--- config.mk ---
export PLATFORM = sky130hd
export DESIGN_NAME = refcounted_pool_allocator_unit
export DESIGN_NICKNAME = d
export VERILOG_FILES = /design/src/hw/rtl/rpa_pkg.sv /design/src/hw/rtl/rpa_ctrl.sv /design/src/hw/rtl/rpa_dp.sv /design/src/hw/rtl/refcounted_pool_allocator_unit.sv
export SDC_FILE = /design/constraint.sdc
export NUM_CORES = 1
export LEC_CHECK = 0
export BUFFER_PORTS_ARGS = -buffer_cell sky130_fd_sc_hd__buf_2
export CORE_MARGIN = 1.5
export CORE_UTILIZATION = 39
export CTS_BUF_LIST = sky130_fd_sc_hd__clkbuf_4
export CTS_CLUSTER_DIAMETER = 200
export DETAILED_ROUTE_END_ITERATION = 7
export SYNTH_ARGS = -nofsm -noshare
export SYNTH_HDL_FRONTEND = slang
export SYNTH_SLANG_ARGS = --single-unit
export TNS_END_PERCENT = 30
--- constraint.sdc ---
create_clock -name clk_i -period 15.5 [get_ports clk_i]
set_input_delay 0.775 -clock clk_i [delete_from_list [all_inputs] [get_ports clk_i]]
set_output_delay 0.775 -clock clk_i [all_outputs]
set_load 0.005 [all_outputs]
--- src/hw/rtl/rpa_pkg.sv ---
`default_nettype none

package rpa_pkg;

  // Field widths of one request and one result, and of the pool size
  localparam int ModeW  = 2;
  localparam int SlotW  = 6;
  localparam int CountW = 16;
  localparam int StatW  = 2;
  localparam int PoolW  = 7;

  localparam logic [CountW-1:0] CountMax = 16'hFFFF;

  // Request modes
  localparam logic [ModeW-1:0] MODE_ALLOC = 2'd0;
  localparam logic [ModeW-1:0] MODE_INCR  = 2'd1;
  localparam logic [ModeW-1:0] MODE_DECR  = 2'd2;

  // Result status codes
  localparam logic [StatW-1:0] ST_OK        = 2'd0;
  localparam logic [StatW-1:0] ST_EMPTY     = 2'd1;
  localparam logic [StatW-1:0] ST_NOT_ALLOC = 2'd2;
  localparam logic [StatW-1:0] ST_OVERFLOW  = 2'd3;

  // Controller to datapath
  typedef struct packed {
    logic capture;   // latch request, issue memory reads
    logic exec;      // update state, load result register
    logic clear;     // write one entry of the refill sweep
    logic restart;   // restart the refill sweep from entry zero
  } rpa_cmd_t;

  // Datapath to controller
  typedef struct packed {
    logic out_free;    // result register can take a new item
    logic clear_last;  // sweep is on its last entry
  } rpa_sts_t;

endpackage

`default_nettype wire

--- src/hw/rtl/rpa_ctrl.sv ---
`default_nettype none

module rpa_ctrl (
  input  wire logic              clk_i,
  input  wire logic              rst_ni,
  input  wire logic              cfg_wr_i,
  input  wire logic              in_valid_i,
  output logic                   in_ready_o,
  input  wire rpa_pkg::rpa_sts_t sts_i,
  output rpa_pkg::rpa_cmd_t      cmd_o
);
  import rpa_pkg::*;

  localparam logic [1:0] ST_CLEAR = 2'd0;
  localparam logic [1:0] ST_IDLE  = 2'd1;
  localparam logic [1:0] ST_EXEC  = 2'd2;

  logic [1:0] state_q, state_d;

  // Sequence refill sweep, request capture and execution
  always_comb begin
    state_d    = state_q;
    cmd_o      = '0;
    in_ready_o = 1'b0;
    case (state_q)
      ST_CLEAR: begin
        cmd_o.clear = 1'b1;
        if (sts_i.clear_last) begin
          state_d = ST_IDLE;
        end
      end
      ST_IDLE: begin
        in_ready_o = 1'b1;
        if (in_valid_i) begin
          cmd_o.capture = 1'b1;
          state_d       = ST_EXEC;
        end
      end
      ST_EXEC: begin
        if (sts_i.out_free) begin
          cmd_o.exec = 1'b1;
          state_d    = ST_IDLE;
        end
      end
      default: begin
        state_d = ST_CLEAR;
      end
    endcase
    // A pool size write refills everything; hold off requests meanwhile
    if (cfg_wr_i) begin
      cmd_o.restart = 1'b1;
      cmd_o.clear   = 1'b0;
      cmd_o.capture = 1'b0;
      in_ready_o    = 1'b0;
      state_d       = ST_CLEAR;
    end
  end

  always_ff @(posedge clk_i or negedge rst_ni) begin
    if (!rst_ni) begin
      state_q <= ST_CLEAR;
    end else begin
      state_q <= state_d;
    end
  end

endmodule

`default_nettype wire

--- src/hw/rtl/rpa_dp.sv ---
`default_nettype none

module rpa_dp #(
  parameter int MAX_SLOTS = 64
) (
  input  wire logic                        clk_i,
  input  wire logic                        rst_ni,
  input  wire rpa_pkg::rpa_cmd_t           cmd_i,
  output rpa_pkg::rpa_sts_t                sts_o,
  input  wire logic [rpa_pkg::PoolW-1:0]   pool_count_i,
  input  wire logic [rpa_pkg::ModeW-1:0]   in_mode_i,
  input  wire logic [rpa_pkg::SlotW-1:0]   in_slot_i,
  output logic                             out_valid_o,
  input  wire logic                        out_ready_i,
  output logic [rpa_pkg::SlotW-1:0]        out_slot_o,
  output logic [rpa_pkg::CountW-1:0]       out_count_o,
  output logic                             out_freed_o,
  output logic [rpa_pkg::StatW-1:0]        out_status_o
);
  import rpa_pkg::*;

  localparam int IdxW   = (MAX_SLOTS > 1) ? $clog2(MAX_SLOTS) : 1;
  localparam int DepthW = $clog2(MAX_SLOTS + 1);
  localparam int PoolReset = (MAX_SLOTS < 64) ? MAX_SLOTS : 64;

  // Storage: free stack and reference counts
  logic [IdxW-1:0]   stack_mem [MAX_SLOTS];
  logic [CountW-1:0] count_mem [MAX_SLOTS];

  logic [DepthW-1:0] depth_q, depth_d;
  logic [IdxW-1:0]   clr_idx_q;
  logic [ModeW-1:0]  mode_q;
  logic [SlotW-1:0]  slot_q;
  logic [IdxW-1:0]   top_rd_q;
  logic [CountW-1:0] cnt_rd_q;

  logic              stack_we, count_we;
  logic [IdxW-1:0]   stack_wa, count_wa;
  logic [IdxW-1:0]   stack_wd;
  logic [CountW-1:0] count_wd;

  logic              res_push, res_pop, res_cnt_we;
  logic [SlotW-1:0]  res_slot;
  logic [CountW-1:0] res_count;
  logic              res_freed;
  logic [StatW-1:0]  res_status;

  logic out_valid_q;

  assign sts_o.out_free   = !out_valid_q || out_ready_i;
  assign sts_o.clear_last = (clr_idx_q == IdxW'(MAX_SLOTS - 1));

  // Latch the request and read both memories
  always_ff @(posedge clk_i) begin
    if (cmd_i.capture) begin
      mode_q   <= in_mode_i;
      slot_q   <= in_slot_i;
      cnt_rd_q <= count_mem[IdxW'(in_slot_i)];
      top_rd_q <= stack_mem[IdxW'(depth_q - DepthW'(1))];
    end
  end

  // Work out the result and the state update
  always_comb begin
    res_push   = 1'b0;
    res_pop    = 1'b0;
    res_cnt_we = 1'b0;
    res_slot   = slot_q;
    res_count  = '0;
    res_freed  = 1'b0;
    res_status = ST_OK;
    case (mode_q)
      MODE_ALLOC: begin
        if (depth_q == '0) begin
          res_status = ST_EMPTY;
          res_slot   = '0;
        end else begin
          res_pop    = 1'b1;
          res_cnt_we = 1'b1;
          res_slot   = SlotW'(top_rd_q);
          res_count  = CountW'(1);
        end
      end
      MODE_INCR, MODE_DECR: begin
        if ({1'b0, slot_q} >= pool_count_i || cnt_rd_q == '0) begin
          res_status = ST_NOT_ALLOC;
        end else if (mode_q == MODE_INCR) begin
          res_cnt_we = 1'b1;
          if (cnt_rd_q == CountMax) begin
            res_count  = CountMax;
            res_status = ST_OVERFLOW;
          end else begin
            res_count = cnt_rd_q + CountW'(1);
          end
        end else begin
          res_cnt_we = 1'b1;
          if (cnt_rd_q > CountW'(1)) begin
            res_count = cnt_rd_q - CountW'(1);
          end else begin
            res_freed = 1'b1;
            res_push  = (depth_q < DepthW'(MAX_SLOTS));
          end
        end
      end
      default: begin
        res_status = ST_NOT_ALLOC;
      end
    endcase
  end

  // Pick the write port source: refill sweep or request
  always_comb begin
    stack_we = 1'b0;
    stack_wa = clr_idx_q;
    stack_wd = clr_idx_q;
    count_we = 1'b0;
    count_wa = clr_idx_q;
    count_wd = '0;
    depth_d  = depth_q;
    if (cmd_i.clear) begin
      stack_we = 1'b1;
      count_we = 1'b1;
      depth_d  = DepthW'(pool_count_i);
    end else if (cmd_i.exec) begin
      stack_we = res_push;
      stack_wa = IdxW'(depth_q);
      stack_wd = IdxW'(slot_q);
      count_we = res_cnt_we;
      count_wa = res_pop ? top_rd_q : IdxW'(slot_q);
      count_wd = res_count;
      if (res_pop) begin
        depth_d = depth_q - DepthW'(1);
      end else if (res_push) begin
        depth_d = depth_q + DepthW'(1);
      end
    end
  end

  always_ff @(posedge clk_i) begin
    if (stack_we) begin
      stack_mem[stack_wa] <= stack_wd;
    end
  end

  always_ff @(posedge clk_i) begin
    if (count_we) begin
      count_mem[count_wa] <= count_wd;
    end
  end

  // Advance stack depth and sweep index
  always_ff @(posedge clk_i or negedge rst_ni) begin
    if (!rst_ni) begin
      depth_q   <= DepthW'(PoolReset);
      clr_idx_q <= '0;
    end else begin
      depth_q <= depth_d;
      if (cmd_i.restart) begin
        clr_idx_q <= '0;
      end else if (cmd_i.clear) begin
        clr_idx_q <= sts_o.clear_last ? '0 : clr_idx_q + IdxW'(1);
      end
    end
  end

  // Hold the result until the receiver takes it
  always_ff @(posedge clk_i or negedge rst_ni) begin
    if (!rst_ni) begin
      out_valid_q <= 1'b0;
    end else if (cmd_i.exec) begin
      out_valid_q <= 1'b1;
    end else if (out_ready_i) begin
      out_valid_q <= 1'b0;
    end
  end

  always_ff @(posedge clk_i) begin
    if (cmd_i.exec) begin
      out_slot_o   <= res_slot;
      out_count_o  <= res_count;
      out_freed_o  <= res_freed;
      out_status_o <= res_status;
    end
  end

  assign out_valid_o = out_valid_q;

endmodule

`default_nettype wire

--- src/hw/rtl/refcounted_pool_allocator_unit.sv ---
// Reference-counted slot pool allocator.
// Requests arrive on the s_axis stream: tdata[1:0] mode (allocate,
// increment, decrement), tdata[7:2] slot. Each request gives exactly one
// result on m_axis: slot, reference count after the request, freed flag
// and status (ok, pool empty, slot not allocated, count overflow).
// Timing: at the edge that accepts a request, its count and the stack top
// are read from the synchronous memories; once the result register is
// free, the state is written back and the result register loaded. The
// next request is taken only after that result is loaded, so a request is
// not taken while another one still waits to execute.
// When the receiver stalls, the result waits in its output register and
// one more request can be taken; that request then waits until the
// register is free.
// After reset, and after each write of the pool_count register over APB,
// a refill sweep rewrites every entry of the free stack and the count
// memory, one entry a cycle; s_axis_tready stays low meanwhile. Slot
// pool_count-1 is then the first to be allocated.
`default_nettype none

module refcounted_pool_allocator_unit #(
  parameter int MAX_SLOTS = 64
) (
  input  wire logic        clk_i,
  input  wire logic        rst_ni,
  // APB configuration port
  input  wire logic        psel,
  input  wire logic        penable,
  input  wire logic        pwrite,
  input  wire logic [2:0]  paddr,
  input  wire logic [31:0] pwdata,
  output logic [31:0]      prdata,
  output logic             pready,
  // Request stream
  input  wire logic        s_axis_tvalid,
  output logic             s_axis_tready,
  input  wire logic [7:0]  s_axis_tdata,   // [1:0] mode, [7:2] slot
  // Result stream
  output logic             m_axis_tvalid,
  input  wire logic        m_axis_tready,
  output logic [31:0]      m_axis_tdata    // [5:0] slot_out, [21:6] ref_count,
                                           // [22] freed, [24:23] status
);
  import rpa_pkg::*;

  localparam int PoolReset = (MAX_SLOTS < 64) ? MAX_SLOTS : 64;

  logic [PoolW-1:0]  pool_count_q;
  logic [PoolW-1:0]  wr_val;
  logic              cfg_wr;
  rpa_cmd_t          cmd;
  rpa_sts_t          sts;
  logic [SlotW-1:0]  out_slot;
  logic [CountW-1:0] out_count;
  logic              out_freed;
  logic [StatW-1:0]  out_status;

  assign pready = 1'b1;
  assign cfg_wr = psel && penable && pwrite && pready && (paddr[2] == 1'b0);
  assign wr_val = pwdata[PoolW-1:0];
  assign prdata = (paddr[2] == 1'b0) ? 32'(pool_count_q) : '0;

  // Clamp the written pool size into 1..MAX_SLOTS
  always_ff @(posedge clk_i or negedge rst_ni) begin
    if (!rst_ni) begin
      pool_count_q <= PoolW'(PoolReset);
    end else if (cfg_wr) begin
      if (wr_val == '0) begin
        pool_count_q <= PoolW'(1);
      end else if (32'(wr_val) > 32'(MAX_SLOTS)) begin
        pool_count_q <= PoolW'(MAX_SLOTS);
      end else begin
        pool_count_q <= wr_val;
      end
    end
  end

  rpa_ctrl u_ctrl (
    .clk_i      (clk_i),
    .rst_ni     (rst_ni),
    .cfg_wr_i   (cfg_wr),
    .in_valid_i (s_axis_tvalid),
    .in_ready_o (s_axis_tready),
    .sts_i      (sts),
    .cmd_o      (cmd)
  );

  rpa_dp #(
    .MAX_SLOTS (MAX_SLOTS)
  ) u_dp (
    .clk_i        (clk_i),
    .rst_ni       (rst_ni),
    .cmd_i        (cmd),
    .sts_o        (sts),
    .pool_count_i (pool_count_q),
    .in_mode_i    (s_axis_tdata[1:0]),
    .in_slot_i    (s_axis_tdata[7:2]),
    .out_valid_o  (m_axis_tvalid),
    .out_ready_i  (m_axis_tready),
    .out_slot_o   (out_slot),
    .out_count_o  (out_count),
    .out_freed_o  (out_freed),
    .out_status_o (out_status)
  );

  assign m_axis_tdata = {7'd0, out_status, out_freed, out_count, out_slot};

endmodule

`default_nettype wire

==> results.ini <==
[synth]
syn_inst=2909
ys_warn_count=0
avgSynthCellArea_um2=20.4
synth-async-reset-ratio=0.0155
yosysTopAreaCell=edfxtp_1
synth_seq_cells=1486
synth_ff_type=edfxtp_1
syn_area_um2=59400
yosys.area.top_type_share=0.739
synth_edf_count=1463
netlist_top_cells_area=edfxtp_1 74%, mux4_2 15%, nor2_1 1.2%
synth-seq-area-share=0.749
synthDistinctLibCells=71

[layout]
area_growth_pct=12.9
final_layout_size_suffix_gt1_frac=0.349
regArea_um2=44500
fillers=13100
final_core_util=0.443
multi_input_area_um2=14400
fin_nets=3384

[critical_path]
cp-start-kind=flop
worstPathMaxFanout=26
cp_data_required_time_ps=16360
arrival_ps=6030
crit_type=flop to flop
cp-end-kind=flop

[grt]
met3_usage=0.0394
grt_pass1_vias=31000
grt_pass1_wl_mm=207
grt_max_degree=124
grt-ovfl-total=0
grt.total_usage=0.182
use_met2=0.276
met1_usage=0.258
top_usage_layer=met2
antenna_found_initial=11

[timing]
fin_crit_sh=0.333
hold_violations=0
fin_setup_tns_ps=0
finalCriticalPeriod_ps=5170
timing.final.max_slew_violations=0
setup_slack_ps=10330
setup-violations-final=0
slew_headroom=0.128
rsz0062_at_grt=false
holdWs_ps=140
tightest_slew_ps=1310
skew_ps=109
timing.fmax_mhz=194

[clocking]
clock-sinks=1486
max-clock-path-buffers=4
cts_setup_buffers=0
ctsResizeCount=0
ctsHtreeMaxLevel=5
cts_hold_buf=18
cts_buffers=382
root_buffer=clkbuf_4
cts_tree=yes
clock_latency_ps=1310
clk_pin_slew_ps=70

[power]
power.leakage_uw=0.0212
cellPowerDensity_nw_per_um2=153
peakVddDrop_mv=0.168

[flow_run]
max_cap_violations=0

[drt]
wire_per_inst_um=25.4
dr.first_iter.drc_count=2737
ant_nets=0
vias_per_cell=5.46
firstDrtPassIters=6
drc_errors=0
dr_total_vias=30400
finalWirelength_mm=142

[floorplan]
die_h_um=393
core_um2=152000
die_area_um2=155000
die_w_um=393
rows=143
initial_core_util=0.392
num_io_pins=117

[outcome]
status=finished clean

[min_path]
min_path_type=input port to flop

[place]
detailed_place_hpwl_mm=83.1
dp_slack_ps=10120
numPortBuffers=56
place_congestion=0.851

[flip-flops by register name, indices dropped and copies added (netlist names), 2 cells and up]
name,flops
pool_count_q,7
u_ctrl.state_q,2
u_dp.clr_idx_q,6
u_dp.cnt_rd_q,16
u_dp.count_mem,1024
u_dp.depth_q,7
u_dp.mode_q,2
u_dp.out_count_o,16
u_dp.out_slot_o,6
u_dp.out_status_o,2
u_dp.slot_q,6
u_dp.stack_mem,384
u_dp.top_rd_q,6
[final timing paths]
kind	start	endpoint	slack, ps	depth (start not counted)
max	u_dp.depth_q[0]$_DFFE_PN0P_	u_dp.count_mem[49][15]$_DFFE_PP_	10330	8
min	pwrite	u_dp.clr_idx_q[2]$_DFFE_PN0P_	140	4
max reg2reg	u_dp.depth_q[0]$_DFFE_PN0P_	u_dp.count_mem[49][15]$_DFFE_PP_	10330	8
min reg2reg	pool_count_q[5]$_DFFE_PN0P_	u_dp.depth_q[5]$_DFFE_PN0P_	610	2
max in group asynchronous	rst_ni	pool_count_q[1]$_DFFE_PN0P_	14830	2
min in group asynchronous	rst_ni	u_dp.depth_q[5]$_DFFE_PN0P_	170	2
[cell type report]
| type | instances | share of cell area |
|---|---|---|
| Timing Repair Buffer | 175 | 0.0187 |
| Tap cell | 2030 | 0.0378 |
| Multi-Input combinational cell | 1248 | 0.214 |
| Sequential cell | 1486 | 0.663 |
| Inverter | 25 | 0.00140 |
| Clock inverter | 81 | 0.00630 |
| Antenna cell | 10 | 0.000373 |
| Clock buffer | 519 | 0.0581 |
[critical path, cell delays in order, from the launching register on]
cell     delay (ps)
dfrtp_4         680
inv_1           200
ha_4            240
or4b_4          520
o21a_2          360
mux2i_1         210
a21oi_1         790
nand4_1         650
nor2_2         1090
[per-layer routing]
layer | vias up | part of all wire
met1 | 15900 | 0.43
met5 | - | 0.000085
li1 | 13000 | -
met4 | 2 | 0.028
met3 | 227 | 0.075
met2 | 1261 | 0.47
[where the power goes]
group | switching [uW] | leakage [uW] | internal [uW]
clock | 1490 | 0.00259 | 1590
sequential | 145 | 0.0134 | 4800
combinational | 1420 | 0.00521 | 825
total | 3060 | 0.0212 | 7220
[logic make-up (layout without fill, tap and decap cells)]
kind of cell	Yosys count	after routing	share of synthesized area
and+or+nand+nor	463	463	0.0373
adders and majority gates	16	16	0.00337
xor gates and xnor gates	15	15	0.00221
buffers and inverters	206	800	0.0167
AOI/OAI and AO/OA	233	233	0.0271
muxes	488	488	0.164
other	2	43	0.000126
DFF	1486	1486	0.749
[metrics by stage]
stage               instances  area, um^2  total power, uW
detailed placement       4946       62600             7290
global route             5572       67100            10700
finish                   5574       67100            10300
floorplan                2940       59600             6450
global placement         4946       62600             7260
CTS                      5564       67100            10400
[cells in the final DEF (no fill, tap or decap), types with 52 or more instances in the layout]
cell / instances
nor2_1: 134
mux2_2: 60
mux4_2: 384
buf_4: 102
buf_2: 52
clkbuf_4: 519
nand2_1: 90
clkinv_1: 66
edfxtp_1: 1463
[Yosys cell counts (22+ instances only)]
library cell and instances:
clkbuf_1 76, inv_1 24, nor2_1 185, o22ai_1 44
a22oi_1 22, nor2b_1 28, edfxtp_1 1463, mux2i_1 44
a21oi_1 26, mux4_2 384, nand2_1 91, nor3_1 42
buf_2 47, buf_4 40, o21ai_0 36, mux2_2 60
No activity file was read; power rests on OpenSTA's default activity.
